===== src/rtl/plic_pkg.sv =====
// Types and constants of the platform interrupt controller.
// Used by the controller, the datapath, the top level and the checker.
package plic_pkg;

  localparam int OP_W       = 3;
  localparam int ID_W       = 5;
  localparam int DATA_W     = 32;
  // Sources reachable through a source number or the enable word.
  localparam int SRC_LIMIT  = 32;

  typedef enum logic [OP_W-1:0] {
    OP_SET_PRIO   = 3'd0,
    OP_SET_ENABLE = 3'd1,
    OP_SET_THRESH = 3'd2,
    OP_CLAIM      = 3'd3,
    OP_COMPLETE   = 3'd4,
    OP_RAISE      = 3'd5
  } op_t;

  typedef enum logic [1:0] {
    ST_IDLE,
    ST_SCAN,
    ST_DRAIN,
    ST_FINISH
  } plic_state_t;

  typedef struct packed {
    logic apply;
    logic scan_start;
    logic scan_step;
    logic finish;
  } plic_cmd_t;

  typedef struct packed {
    logic scan_last;
    logic out_free;
  } plic_status_t;

endpackage


===== src/rtl/platform_interrupt_controller.sv =====
// Channel  Handshake              Payload
// in       in_valid / in_ready    op, source_id, wdata
// out      out_valid / out_ready  claim_id, irq_line
//
// A result is loaded after the priority scan of its transaction, and the next
// transaction can be accepted in the cycle after, so the block does not take a
// new transaction before the last one's result is loaded. The priority scan
// does one memory read and one compare per source except source 0.
// A new transaction is taken while the result register still waits for
// out_ready; its own result then waits until the old one is taken.
// Synchronous reset clears all source state at once through per-entry valid
// bits; no clearing pass is needed.
// Top level of the single-target platform interrupt controller.
// Depends on plic_pkg, plic_ctrl and plic_datapath.
module platform_interrupt_controller import plic_pkg::*; #(
  parameter int NUM_SOURCES   = 32,
  parameter int PRIORITY_BITS = 3
) (
  input  logic              clk,
  input  logic              rst,
  input  logic              in_valid,
  output logic              in_ready,
  input  logic [OP_W-1:0]   op,
  input  logic [ID_W-1:0]   source_id,
  input  logic [DATA_W-1:0] wdata,
  output logic              out_valid,
  input  logic              out_ready,
  output logic [ID_W-1:0]   claim_id,
  output logic              irq_line
);

  plic_cmd_t    cmd;
  plic_status_t status;

  plic_ctrl u_ctrl (
    .clk      (clk),
    .rst      (rst),
    .in_valid (in_valid),
    .in_ready (in_ready),
    .status   (status),
    .cmd      (cmd)
  );

  plic_datapath #(
    .NUM_SOURCES   (NUM_SOURCES),
    .PRIORITY_BITS (PRIORITY_BITS)
  ) u_datapath (
    .clk       (clk),
    .rst       (rst),
    .cmd       (cmd),
    .status    (status),
    .op        (op),
    .source_id (source_id),
    .wdata     (wdata),
    .out_ready (out_ready),
    .out_valid (out_valid),
    .claim_id  (claim_id),
    .irq_line  (irq_line)
  );

endmodule


===== src/rtl/plic_ctrl.sv =====
// Controller of the interrupt controller: sequences update, scan and result.
// Depends on plic_pkg; drives the datapath through plic_cmd_t.
module plic_ctrl import plic_pkg::*; (
  input  logic         clk,
  input  logic         rst,
  input  logic         in_valid,
  output logic         in_ready,
  input  plic_status_t status,
  output plic_cmd_t    cmd
);

  plic_state_t state;
  plic_state_t state_next;

  always_ff @(posedge clk) begin
    if (rst) begin
      state <= ST_IDLE;
    end else begin
      state <= state_next;
    end
  end

  always_comb begin
    state_next = state;
    cmd        = '0;
    in_ready   = 1'b0;
    case (state)
      ST_IDLE: begin
        in_ready = 1'b1;
        if (in_valid) begin
          cmd.apply      = 1'b1;
          cmd.scan_start = 1'b1;
          state_next     = ST_SCAN;
        end
      end
      ST_SCAN: begin
        cmd.scan_step = 1'b1;
        if (status.scan_last) begin
          state_next = ST_DRAIN;
        end
      end
      ST_DRAIN: begin
        // The last priority read is compared in this cycle.
        state_next = ST_FINISH;
      end
      ST_FINISH: begin
        if (status.out_free) begin
          cmd.finish = 1'b1;
          state_next = ST_IDLE;
        end
      end
      default: begin
        state_next = ST_IDLE;
      end
    endcase
  end

endmodule


===== src/rtl/plic_datapath.sv =====
// Datapath of the interrupt controller: source state, priority memory,
// serial arbitration scan and result register. Depends on plic_pkg.
module plic_datapath import plic_pkg::*; #(
  parameter int NUM_SOURCES   = 32,
  parameter int PRIORITY_BITS = 3
) (
  input  logic              clk,
  input  logic              rst,
  input  plic_cmd_t         cmd,
  output plic_status_t      status,
  input  logic [OP_W-1:0]   op,
  input  logic [ID_W-1:0]   source_id,
  input  logic [DATA_W-1:0] wdata,
  input  logic              out_ready,
  output logic              out_valid,
  output logic [ID_W-1:0]   claim_id,
  output logic              irq_line
);

  localparam int NSRC  = (NUM_SOURCES < SRC_LIMIT) ? NUM_SOURCES : SRC_LIMIT;
  localparam int IDX_W = $clog2(NSRC);
  localparam int CNT_W = $clog2(NSRC + 1);

  logic [PRIORITY_BITS-1:0] prio_mem [NSRC];
  logic [NSRC-1:0]          prio_vld;
  logic [NSRC-1:0]          enable;
  logic [NSRC-1:0]          pending;
  logic [NSRC-1:0]          in_service;
  logic [PRIORITY_BITS-1:0] threshold;
  op_t                      op_q;

  logic [CNT_W-1:0]         rd_addr;
  logic [PRIORITY_BITS-1:0] rd_prio;
  logic                     rd_ok;
  logic [IDX_W-1:0]         cmp_idx;
  logic                     cmp_vld;
  logic [IDX_W-1:0]         best;
  logic [PRIORITY_BITS-1:0] best_prio;
  logic                     seen_one;
  logic                     seen_two;

  logic                     id_ok;
  logic [IDX_W-1:0]         idx;
  logic [PRIORITY_BITS-1:0] cmp_prio;
  logic                     elig;
  logic                     grant;

  assign id_ok = (source_id != '0) && ({1'b0, source_id} < (ID_W + 1)'(NSRC));
  assign idx   = source_id[IDX_W-1:0];

  assign cmp_prio = rd_ok ? rd_prio : '0;
  assign elig     = cmp_vld && pending[cmp_idx] && enable[cmp_idx] &&
                    (cmp_prio > threshold);
  assign grant    = (op_q == OP_CLAIM) && (best != '0);

  assign status.scan_last = (rd_addr == CNT_W'(NSRC - 1));
  assign status.out_free  = !out_valid || out_ready;

  // Priority storage: written by bus accesses, read once per scan step.
  always_ff @(posedge clk) begin
    if (cmd.apply && (op_t'(op) == OP_SET_PRIO) && id_ok) begin
      prio_mem[idx] <= wdata[PRIORITY_BITS-1:0];
    end
    if (cmd.scan_step) begin
      rd_prio <= prio_mem[rd_addr[IDX_W-1:0]];
      rd_ok   <= prio_vld[rd_addr[IDX_W-1:0]];
      cmp_idx <= rd_addr[IDX_W-1:0];
    end
  end

  // Source state and the effect of each operation.
  always_ff @(posedge clk) begin
    if (rst) begin
      prio_vld   <= '0;
      enable     <= '0;
      pending    <= '0;
      in_service <= '0;
      threshold  <= '0;
      out_valid  <= 1'b0;
    end else begin
      if (cmd.apply) begin
        case (op_t'(op))
          OP_SET_PRIO: begin
            if (id_ok) begin
              prio_vld[idx] <= 1'b1;
            end
          end
          OP_SET_ENABLE: begin
            enable <= {wdata[NSRC-1:1], 1'b0};
          end
          OP_SET_THRESH: begin
            threshold <= wdata[PRIORITY_BITS-1:0];
          end
          OP_COMPLETE: begin
            if (id_ok && enable[idx]) begin
              in_service[idx] <= 1'b0;
            end
          end
          OP_RAISE: begin
            if (id_ok && !pending[idx] && !in_service[idx]) begin
              pending[idx] <= 1'b1;
            end
          end
          default: begin
          end
        endcase
      end
      if (cmd.finish && grant) begin
        pending[best]    <= 1'b0;
        in_service[best] <= 1'b1;
      end
      if (cmd.finish) begin
        out_valid <= 1'b1;
      end else if (out_ready) begin
        out_valid <= 1'b0;
      end
    end
  end

  // Serial arbitration. A strict compare keeps the lowest source on ties;
  // a second eligible source means the line stays up after a claim.
  always_ff @(posedge clk) begin
    if (rst) begin
      cmp_vld <= 1'b0;
    end else begin
      cmp_vld <= cmd.scan_step;
    end
  end

  always_ff @(posedge clk) begin
    if (cmd.apply) begin
      op_q <= op_t'(op);
    end
    if (cmd.scan_start) begin
      rd_addr   <= CNT_W'(1);
      best      <= '0;
      best_prio <= '0;
      seen_one  <= 1'b0;
      seen_two  <= 1'b0;
    end else begin
      if (cmd.scan_step) begin
        rd_addr <= rd_addr + CNT_W'(1);
      end
      if (elig) begin
        seen_one <= 1'b1;
        seen_two <= seen_two || seen_one;
        if (cmp_prio > best_prio) begin
          best      <= cmp_idx;
          best_prio <= cmp_prio;
        end
      end
    end
    if (cmd.finish) begin
      claim_id <= (op_q == OP_CLAIM) ? ID_W'(best) : '0;
      irq_line <= (op_q == OP_CLAIM) ? seen_two : seen_one;
    end
  end

endmodule


===== config.mk =====
export PLATFORM = sky130hd
export DESIGN_NAME = platform_interrupt_controller
export DESIGN_NICKNAME = d
export VERILOG_FILES = /design/src/rtl/plic_pkg.sv /design/src/rtl/platform_interrupt_controller.sv /design/src/rtl/plic_ctrl.sv /design/src/rtl/plic_datapath.sv
export SDC_FILE = /design/constraint.sdc
export NUM_CORES = 1
export LEC_CHECK = 0
export ABC_AREA = 1
export ABC_CLOCK_PERIOD_IN_PS = 5900
export BUFFER_PORTS_ARGS = -buffer_cell sky130_fd_sc_hd__buf_4
export CORE_MARGIN = 2
export CORE_UTILIZATION = 50
export CTS_BUF_LIST = sky130_fd_sc_hd__clkbuf_8
export CTS_CLUSTER_DIAMETER = 30
export DETAILED_ROUTE_END_ITERATION = 12
export PLACE_DENSITY_LB_ADDON = 0.2
export SYNTH_ARGS = -nofsm -noshare
export SYNTH_HDL_FRONTEND = slang
export SYNTH_SLANG_ARGS = --single-unit

===== constraint.sdc =====
create_clock -name clk -period 5.9 [get_ports clk]
set_clock_uncertainty 0.15 [all_clocks]
set_input_delay 0 -clock clk [delete_from_list [all_inputs] [get_ports clk]]
set_output_delay 0 -clock clk [all_outputs]
set_load 0.005 [all_outputs]

After elaboration in Yosys (flattened, before gate mapping)
Memory sizes are Yosys's and may differ from the RTL's. A register that Yosys moved wholly into a read port is not among the register bits.
Index checks and enable logic that the tools add are counted.
{"block": "op_classes", "muxes": 42, "n_lt_le_gt_ge": 8, "reduce_logical": 27, "bitwise": 7, "n_eq_ne": 12, "n_addsub": 1}
{"cell": "$mux 32", "count": 10}
{"cell": "$or 32x32->32", "count": 3}
{"cell": "$and 32x32->32", "count": 2}
{"cell": "$not 32->32", "count": 2}
{"cell": "$bmux 1 s5", "count": 6}
{"cell": "$lt 5x6->1 const B", "count": 4}
{"cell": "$mux 1", "count": 17}
{"cell": "$logic_and 1x1->1", "count": 12}
{"cell": "$demux 1 s5", "count": 2}
{"cell": "$ge 5x1->1 const B", "count": 2}
{"cell": "$mux 2", "count": 5}
{"cell": "$reduce_bool 5->1", "count": 2}
{"cell": "$pmux 2 s4", "count": 1}
{"cell": "$add 6x1->6 const B", "count": 1}
{"cell": "$eq 3x2->1 const B", "count": 2}
{"cell": "$eq 3x3->1 const B", "count": 2}
{"cell": "$eq 6x5->1 const B", "count": 1}
{"cell": "$gt 3x3->1", "count": 2}
{"cell": "$ne 2x2->1 const B", "count": 3}
{"cell": "$reduce_and 2->1", "count": 3}
{"cell": "$reduce_and 3->1", "count": 2}
{"cell": "$eq 2x2->1 const B", "count": 2}
{"cell": "$eq 3x1->1 const B", "count": 1}
{"cell": "$logic_not 1->1", "count": 3}
{"cell": "6 further kinds", "count": 7}
{"block": "totals", "memories": 1, "reg_bits": 165, "in_bits": 44, "out_inout_bits": 8, "ram_bits": 96, "elab_cells": 116}
{"memory": "u_datapath.prio_mem", "depth": 32, "width": 3, "rd": 1, "rd_clocked_by_memory_dff": 1, "write_ports": 1, "line_no": "plic_datapath.sv:24", "text": "logic [PRIORITY_BITS-1:0] prio_mem [NSRC];"}

Logic depth before layout (Yosys ltp)
Gate-level depths: netlist of run 1.
{"block": "depth", "word_depth": 12, "mapped_depth": 15}

Hierarchy
From an unflattened synthesis of run 1, not the netlist that was laid out.
{"block": "unflattened", "hier_cells": 1471, "area_unflattened_um2": 12132.9}
{"mod": "plic_datapath", "cells_per_inst": 1441, "area_per_inst_um2": 11937.7, "instances": 1}
{"mod": "plic_ctrl", "cells_per_inst": 30, "area_per_inst_um2": 195.2, "instances": 1}

Least setup slack after synthesis of run 1
OpenSTA, ideal clock, no wires.
{"block": "synth_path", "kind": "register to register", "start": "register u_ctrl.state[0]", "end": "register u_datapath.in_service[27]", "stages_incl_launch_ff": 11, "arrival_ps": 1695, "path_slack_ps": 3984, "path_cell_list": "dfxtp_1 > inv_1 > ha_1 > nand2_1 > clkinv_1 > nand3_1 > clkbuf_1 > nor2_1 > nand2_2 > nand2_1 > a21oi_1"}
{"block": "synth_between", "elab_chain_len": 6, "word_cells_on_any_way": 9, "cone_classes": "eq/ne (1); mux (5); bitwise (1); reduce/logical (2)"}
{"element": "start: declaration", "line_no": "plic_ctrl.sv:12", "text": "plic_state_t state;"}
{"element": "start signal: assignment", "line_no": "plic_ctrl.sv:19", "text": "state <= state_next;"}
{"element": "$logic_not 2->1", "line_no": "plic_ctrl.sv:27", "text": "case (state)"}
{"element": "$mux 2", "line_no": "plic_ctrl.sv:27"}
{"element": "$mux 32", "line_no": "plic_datapath.sv:81", "text": "if (cmd.apply) begin"}
{"element": "$mux 32", "line_no": "plic_datapath.sv:73", "text": "if (rst) begin"}
{"element": "$or 32x32->32 (no line)"}
{"element": "$mux 32 (*)", "line_no": "plic_datapath.sv:108", "text": "if (cmd.finish && grant) begin"}
{"element": "end signal: assignment", "line_no": "plic_datapath.sv:77", "text": "in_service <= '0;"}
{"element": "end signal: indexed assignment", "line_no": "plic_datapath.sv:96", "text": "in_service[idx] <= 1'b0;"}
{"element": "end signal: indexed assignment", "line_no": "plic_datapath.sv:110", "text": "in_service[best] <= 1'b1;"}
{"element": "end: declaration", "line_no": "plic_datapath.sv:28", "text": "logic [NSRC-1:0] in_service;"}
Mark *: on every way between the ends. The rest lies on a longest branch, timed or not. The select of a mux whose other input is x is not followed.
A chain may end at the register's enable or synchronous reset.

Worst setup path after layout of run 1
{"block": "layout_path", "start": "register u_ctrl.state[1]", "end": "register u_datapath.enable[9]"}
{"block": "layout_between", "elab_chain_len": 3}
{"element": "$logic_not 2->1", "line_no": "plic_ctrl.sv:27"}
{"element": "$mux 2", "line_no": "plic_ctrl.sv:27"}
{"element": "$reduce_and 2->1 (no line)"}
{"element": "end signal: assignment", "line_no": "plic_datapath.sv:89", "text": "enable <= {wdata[NSRC-1:1], 1'b0};"}
{"element": "end: declaration", "line_no": "plic_datapath.sv:26", "text": "logic [NSRC-1:0] enable;"}
No other way between the ends.

==> results of run 1 <==
-- repair_timing --
action / 4_1_cts / 5_1_grt
hold endpoints to repair: 209 / 0
gates resized for setup: 0 / 0
hold buffers: 43 / 0
endpoints found under the setup margin: 0 / 0
-- kinds of logic after synthesis --
group / Yosys count / synth area share [%]
DFF: 264 / 53.0
and+or+nand+nor: 666 / 23.9
adders and majority gates: 11 / 1.13
buffers and inverters: 201 / 7.06
other: 1 / 0.0309
AOI/OAI and AO/OA: 299 / 14.9
-- sequential cells by signal, summed over array words and instances (netlist names), 2 cells and up --
signal	cells
u_ctrl.state	2
u_datapath.best	5
u_datapath.best_prio	3
u_datapath.claim_id	5
u_datapath.cmp_idx	5
u_datapath.enable	31
u_datapath.in_service	32
u_datapath.op_q	3
u_datapath.pending	32
u_datapath.prio_mem	96
u_datapath.prio_vld	32
u_datapath.rd_addr	6
u_datapath.rd_prio	3
u_datapath.threshold	3
-- layout by cell type (no fill, tap or decap), types with 33 or more instances in the layout --
cell type / count
buf_4: 60
edfxtp_1: 114
clkbuf_8: 65
o21ai_0: 137
dlygate4sd3_1: 43
nor2_1: 300
dfxtp_1: 149
nand3_2: 33
nand2_1: 213
a21oi_1: 46
nand3_1: 75
inv_1: 129
-- power by group --
group	internal, mW	leakage [nW]	total (mW)	switching, mW
registers	2.01	2.25	2.11	0.0960
logic	0.330	2.33	1.07	0.741
clock network	1.45	0.717	2.30	0.849
-- area by class of cell --
class / count / area, um2 / area share [%]
Multi-Input combinational cell: 979 / 4880 / 33.8
Sequential cell: 264 / 6430 / 44.5
Inverter: 130 / 488 / 3.38
Timing Repair Buffer: 103 / 881 / 6.11
Clock buffer: 65 / 895 / 6.20
Clock inverter: 39 / 455 / 3.16
Tap cell: 324 / 405 / 2.81
-- path summary, 6_finish.rpt --
check | depth (start not counted) | endpoint | slack [ns] | start
hold reg to reg | 2 | u_datapath.in_service[0]$_SDFF_PP0_ | 0.28 | u_datapath.in_service[0]$_SDFF_PP0_
setup / recovery | 11 | u_datapath.enable[9]$_SDFFE_PP0P_ | 2.55 | u_ctrl.state[1]$_SDFFE_PP0P_
setup reg to reg | 11 | u_datapath.enable[9]$_SDFFE_PP0P_ | 2.55 | u_ctrl.state[1]$_SDFFE_PP0P_
hold / removal | 2 | u_datapath.op_q[2]$_DFFE_PP_ | 0.03 | op[2]
-- metal layers --
metal / share of wire (%) / track usage [%]
met5: 0 / 0
met4: 3.4 / 10.4
met3: 8.5 / 5.69
met2: 45 / 42.0
met1: 43 / 37.5
-- per-stage QoR --
| step | cells | setup slack, ns | cell area [um2] | util (%) | hold slack (ns) |
|---|---|---|---|---|---|
| after floorplan | 1444 | 3.98 | 12100 | - | -0.0511 |
| after global placement | 1757 | 3.05 | 12600 | 52.5 | 0.0661 |
| after detailed placement | 1757 | 3.00 | 12600 | 52.5 | 0.0648 |
| after CTS | 1904 | 2.55 | 14400 | 59.9 | 0.000983 |
| after global routing | 1904 | 2.19 | 14400 | 59.9 | 0.0115 |
| final | 1904 | 2.55 | 14400 | 59.9 | 0.0335 |
==> run metrics, run 1 <==
status=finished, final reports clean; insertion delay of the later-clocked pin in the worst-skew pair=around 0.58 ns; async set-reset flop share out of synthesis=0%; top-area cell type share of the netlist area=28.2%; # setup viols final=0; final hold vios=0; first-pass GRT wire length=approximately 55,000 um; Cell Rows=57; TritonCTS Sinks=about 260; grt ovf=0; pwr/cell area=380 nW/um2; vias per inst=5.55; Post-synth EDFFs=about 110; CP Data Required Time=6.22 ns; Mapped Area=12,100 um2; root buf cell=clkbuf_8; Peak VDD IR=0.000213 V; Main synth FF type=dfxtp_1; GRT Overall Usage=27.1%; Top delay family on crit path=buffers and inverters; Max Cap Violations=0; Max Slew Vio Count=0; initial core utilization=50.3%; nets=1,590; Buf/Inv on CP=5; most common library cells after synthesis=nor2_1 (300), nand2_1 (213), dfxtp_1 (150); fin crit share=56.8%; clock slew at reported path FFs=0.06 ns; minimum clock period=~3.4 ns; Layout fillers=2,172; fraction of layout cells with a size suffix above 1=14.8%; 1st-pass router iterations=6; final setup TNS=0 ns; DRT iter0 DRCs=approximately 1.1k; detailed placer's ending HPWL=22,500 um; pin count of the biggest net entering global routing=69; Avg WL per Cell=18.3 um; H-tree depth=2; Hold WC Path Type=primary input to flip-flop; # diodes=0; crit start category=flip-flop; FMAX=298 MHz; Routed WL=34,900 um; worst path cell trace=inv_1 -> ha_1 -> nand2_1 -> nor2_1 -> inv_1 -> nor2_1 -> buf_4 -> inv_1 -> nor2_1 -> nor2_1 -> dlygate4sd3_1; CTS tree=yes; Mapped Cells=1,442; Critical Path Fanout Max=32; CP max stage delay=0.54 ns; Rel. slew slack=28.1%; share of the yosys chip area belonging to registers=53.0%; slowest CP cell=dlygate4sd3_1; number of global-route vias before repair=10.0k; Tightest Pin Transition=1.07 ns; most common cell in the synthesized netlist=nor2_1; Crit path top cell by count=nor2_1; GP Congestion=0.917; post-route antenna net violation count=0; Clock Path Buffers=3; CP arrival=roughly 3.7 ns; die span in x=160 um; Ports=52; I/O Buffers=slightly above 50; Yosys top cell by area=edfxtp_1; syn avg cell area=roughly 8.4 um2; synth top area cells=edfxtp_1 (28%), dfxtp_1 (25%), nor2_1 (9.3%), nand2_1 (6.6%), o21ai_0 (5.7%); core footprint=between 20,000 and 25,000 um2; endpoint class of the critical path=flip-flop; setup repair bufs after CTS=0; synthesis-to-layout area growth=18.9%; RSZ-0062 raised after global routing=no; initial antenna violation count=0; die area=25,500 um2; kind of critical path=flip-flop to flip-flop; Yosys cell types=37; Pleak=~5.3 nW; Synth Warn #=0; PnR Total Power=5.48 mW; Yosys reg bits=264; die span in y=160 um; DRC=0; via count=10.6k; CTS buffer count=57
No activity file was read; power rests on OpenSTA's default activity.
==> run 2, diff against run 1 <==
ABC_CLOCK_PERIOD_IN_PS = 2900   (was 5900)
clock period = 2.9 ns   (was 5.9 ns; I/O delays follow)
==> run 2 against run 1 <==
Net effect:
- register-to-register slack lost 2.4 ns
- clock-buffer cell count shrank 3
- critical path depth grew 1
- clock power grew 110%
- sequential share of layout area shrank 1.6 points
- cell count grew 2.9%
- sequential cell count is the same
- power grew 110%
- worst setup slack lost 2.4 ns
- hold slack gained 0.013 ns
- non-clock buffer count grew 53
- utilization grew 2.3 points
- critical path type unchanged
- largest cell class unchanged
- largest power group unchanged
==> run metrics, run 2 (synthesized netlist as in run 1, its figures left out) <==
vias per inst=5.61 (was 5.55); worst setup path end=u_datapath.enable[3]$_SDFFE_PP0P_ (was u_datapath.enable[9]$_SDFFE_PP0P_); grt ovf=0 (unchanged); pre-CTS WS=0.352 ns (was 3.00 ns); endpoint class of the critical path=flip-flop (unchanged); Layout Utilization=62.1% (was 59.9%); placed cell areas=12,800 um2 (was 12,600 um2); Top delay family on crit path=buffers and inverters (unchanged); crit start category=flip-flop (unchanged); Internal Power=7.91 mW (was 3.80 mW); post-route design area=15,000 um2 (was 14,400 um2); fraction of layout cells with a size suffix above 1=15.4% (was 14.8%); Pleak=5.62 nW (was 5.29 nW); critical path depth in cells=12 (was 11); final hold vios=0 (unchanged); CTS buffer count=57 (unchanged); Critical Path Fanout Max=14 (was 32); initial core utilization=50.3% (unchanged); status=finished, final reports clean (unchanged); most frequent cells in the layout=nor2_1 (299), nand2_1 (213), dfxtp_1 (149) (was nor2_1 (300), nand2_1 (213), dfxtp_1 (149)); flop2flop setup slack=0.15 ns (was 2.55 ns); nets=1,644 (was 1,590); met2 wire len=16,400 um (was 15,800 um); PnR Total Power=11.4 mW (was 5.48 mW); Hold WC Path Type=primary input to flip-flop (unchanged); Gate power share=20.9% (was 19.5%); FMAX=363 MHz (was 298 MHz); CP Data Required Time=3.20 ns (was 6.22 ns); 1st-pass router iterations=7 (was 6); number of global-route vias before repair=10.4k (was 10.0k); DRC=0 (unchanged); Ports=52 (unchanged); Routed WL=36,000 um (was 34,900 um); slowest CP cell=dlygate4sd3_1 (unchanged); GP Congestion=0.922 (was 0.917); clock slew at reported path FFs=0.05 ns (was 0.06 ns); R2R Path End=u_datapath.enable[3]$_SDFFE_PP0P_ (was u_datapath.enable[9]$_SDFFE_PP0P_); minimum clock period=2.75 ns (was 3.35 ns); switching share of power=30.4% (was 30.7%); CP arrival=3.05 ns (was 3.67 ns); root buf cell=clkbuf_8 (unchanged); CP max stage delay=0.57 ns (was 0.54 ns); Tightest Pin Transition=1.23 ns (was 1.07 ns); commonest non-fill, non-tap cell in the layout=nor2_1 (unchanged); clock power share=41.9% (was 42.0%); initial antenna violation count=0 (unchanged); pin count of the biggest net entering global routing=66 (was 69); Flop pwr share=37.2% (was 38.5%); largest register by flop count=u_datapath.prio_mem (unchanged); DR WL met3=3080 um (was 2970 um); NetSw=3.46 mW (was 1.69 mW); Buf/Inv on CP=6 (was 5); Rel. slew slack=17.8% (was 28.1%); CTS tree=yes (unchanged); post-route antenna net violation count=0 (unchanged); kind of critical path=flip-flop to flip-flop (unchanged); hold slack=0.0460 ns (was 0.0335 ns); first-pass GRT wire length=55,800 um (was 54,500 um); worst setup margin=0.148 ns (was 2.55 ns); synthesis-to-layout area growth=23.4% (was 18.9%); Avg WL per Cell=18.4 um (was 18.3 um); final setup TNS=0 ns (unchanged); Metal-1 WL=15,300 um (was 15,000 um); insertion delay of the later-clocked pin in the worst-skew pair=0.60 ns (was 0.58 ns); Max Slew Vio Count=0 (unchanged); I/O Buffers=51 (unchanged); # setup viols final=0 (unchanged); beginning of the worst register-to-register path=u_ctrl.state[0]$_SDFFE_PP0P_ (was u_ctrl.state[1]$_SDFFE_PP0P_); crit path from=u_ctrl.state[0]$_SDFFE_PP0P_ (was u_ctrl.state[1]$_SDFFE_PP0P_); die span in x=160 um (unchanged); GRT Overall Usage=27.4% (was 27.1%); worst path cell trace=inv_1 -> ha_1 -> nand2_1 -> nor2_1 -> inv_1 -> nor2_4 -> buf_12 -> clkinvlp_4 -> buf_4 -> nor2_1 -> nor2_1 -> dlygate4sd3_1 (was inv_1 -> ha_1 -> nand2_1 -> nor2_1 -> inv_1 -> nor2_1 -> buf_4 -> inv_1 -> nor2_1 -> nor2_1 -> dlygate4sd3_1); max FFs per register=96 (unchanged); # diodes=0 (unchanged); pwr/cell area=760 nW/um2 (was 380 nW/um2); Cell Rows=57 (unchanged); H-tree depth=2 (unchanged); Cells after DPL=1,773 (was 1,757); highest metal used=met4 (unchanged); DRT iter0 DRCs=1,132 (unchanged); Post-Layout Cell Count=1,960 (was 1,904); Clock Path Buffers=3 (unchanged); via count=11.0k (was 10.6k); TritonCTS Sinks=264 (unchanged); die area=25,500 um2 (unchanged); R2R depth=12 (was 11); Crit path top cell by count=nor2_1 (unchanged); fin crit share=94.9% (was 56.8%); Peak VDD IR=0.000482 V (was 0.000213 V); detailed placer's ending HPWL=23,000 um (was 22,500 um); die span in y=160 um (unchanged); core footprint=24,100 um2 (unchanged); Max Cap Violations=0 (unchanged)
[run 2: cell count changes in the layout (fill, tap and decap cells not counted), moves of 2 or more]
cell,delta
buf_12,+3
buf_4,+16
bufinv_16,+2
clkbuf_8,-3
clkinv_1,+5
clkinv_4,-3
clkinvlp_4,+2
dlygate4sd3_1,+33
[run 2: how the worst min path moves through the flow]
stage | startpoint | cells after the start | end | slack [ns]
6_report | op[2] | 2 | u_datapath.op_q[2]$_DFFE_PP_ | 0.05
2_1_floorplan | op[0] | 0 | u_datapath.op_q[0]$_DFFE_PP_ | -0.05
4_1_cts | op[2] | 2 | u_datapath.op_q[2]$_DFFE_PP_ | 0.03
3_5_place_dp | op[1] | 1 | u_datapath.op_q[1]$_DFFE_PP_ | 0.07
5_1_grt | op[2] | 2 | u_datapath.op_q[2]$_DFFE_PP_ | 0.03
3_3_place_gp | op[2] | 1 | u_datapath.op_q[2]$_DFFE_PP_ | 0.07
[run 2: repair_timing]
item,CTS,global route
hold endpoints to repair,231,0
setup endpoints to repair,0,29
setup buffers,0,4
gates resized for setup,0,5
hold buffers,76,0
[run 2: worst reg2reg max path: cells and delay by family, from the launching register on]
| family | cells | cell delay, ns |
|---|---|---|
| buffers and inverters | 6 | 1.18 |
| AND/OR/NAND/NOR | 5 | 0.77 |
| flip-flops | 1 | 0.33 |
| adder cells (fa/ha/maj) | 1 | 0.22 |
[run 2: layer usage]
layer / up-vias / global-route usage [%]
met1: 5196 / 37.0
met4: 0 / 10.1
met5: - / 0
met2: 563 / 43.4
li1: 5136 / -
met3: 104 / 6.13
[run 2: area by class of cell]
cell class                 instances  area (um2)
fill                            2090        9130
sequential                       264        6430
multi-input combinational        979        4880
timing repair buffer             156        1400
clock buffer                      62         853
clock inverter                    44         512
inverter                         130         492
tap                              324         405
timing repair inverter             1        7.51
[run 2: power groups by stage]
stage                     Combinational [mW]  Clock (mW)  Sequential [mW]
after floorplan                         1.51           0             4.25
after global placement                  2.18           0             4.30
after detailed placement                2.21           0             4.30
after CTS                               2.31        4.80             4.23
after global routing                    2.61        4.99             4.24
final                                   2.37        4.77             4.23
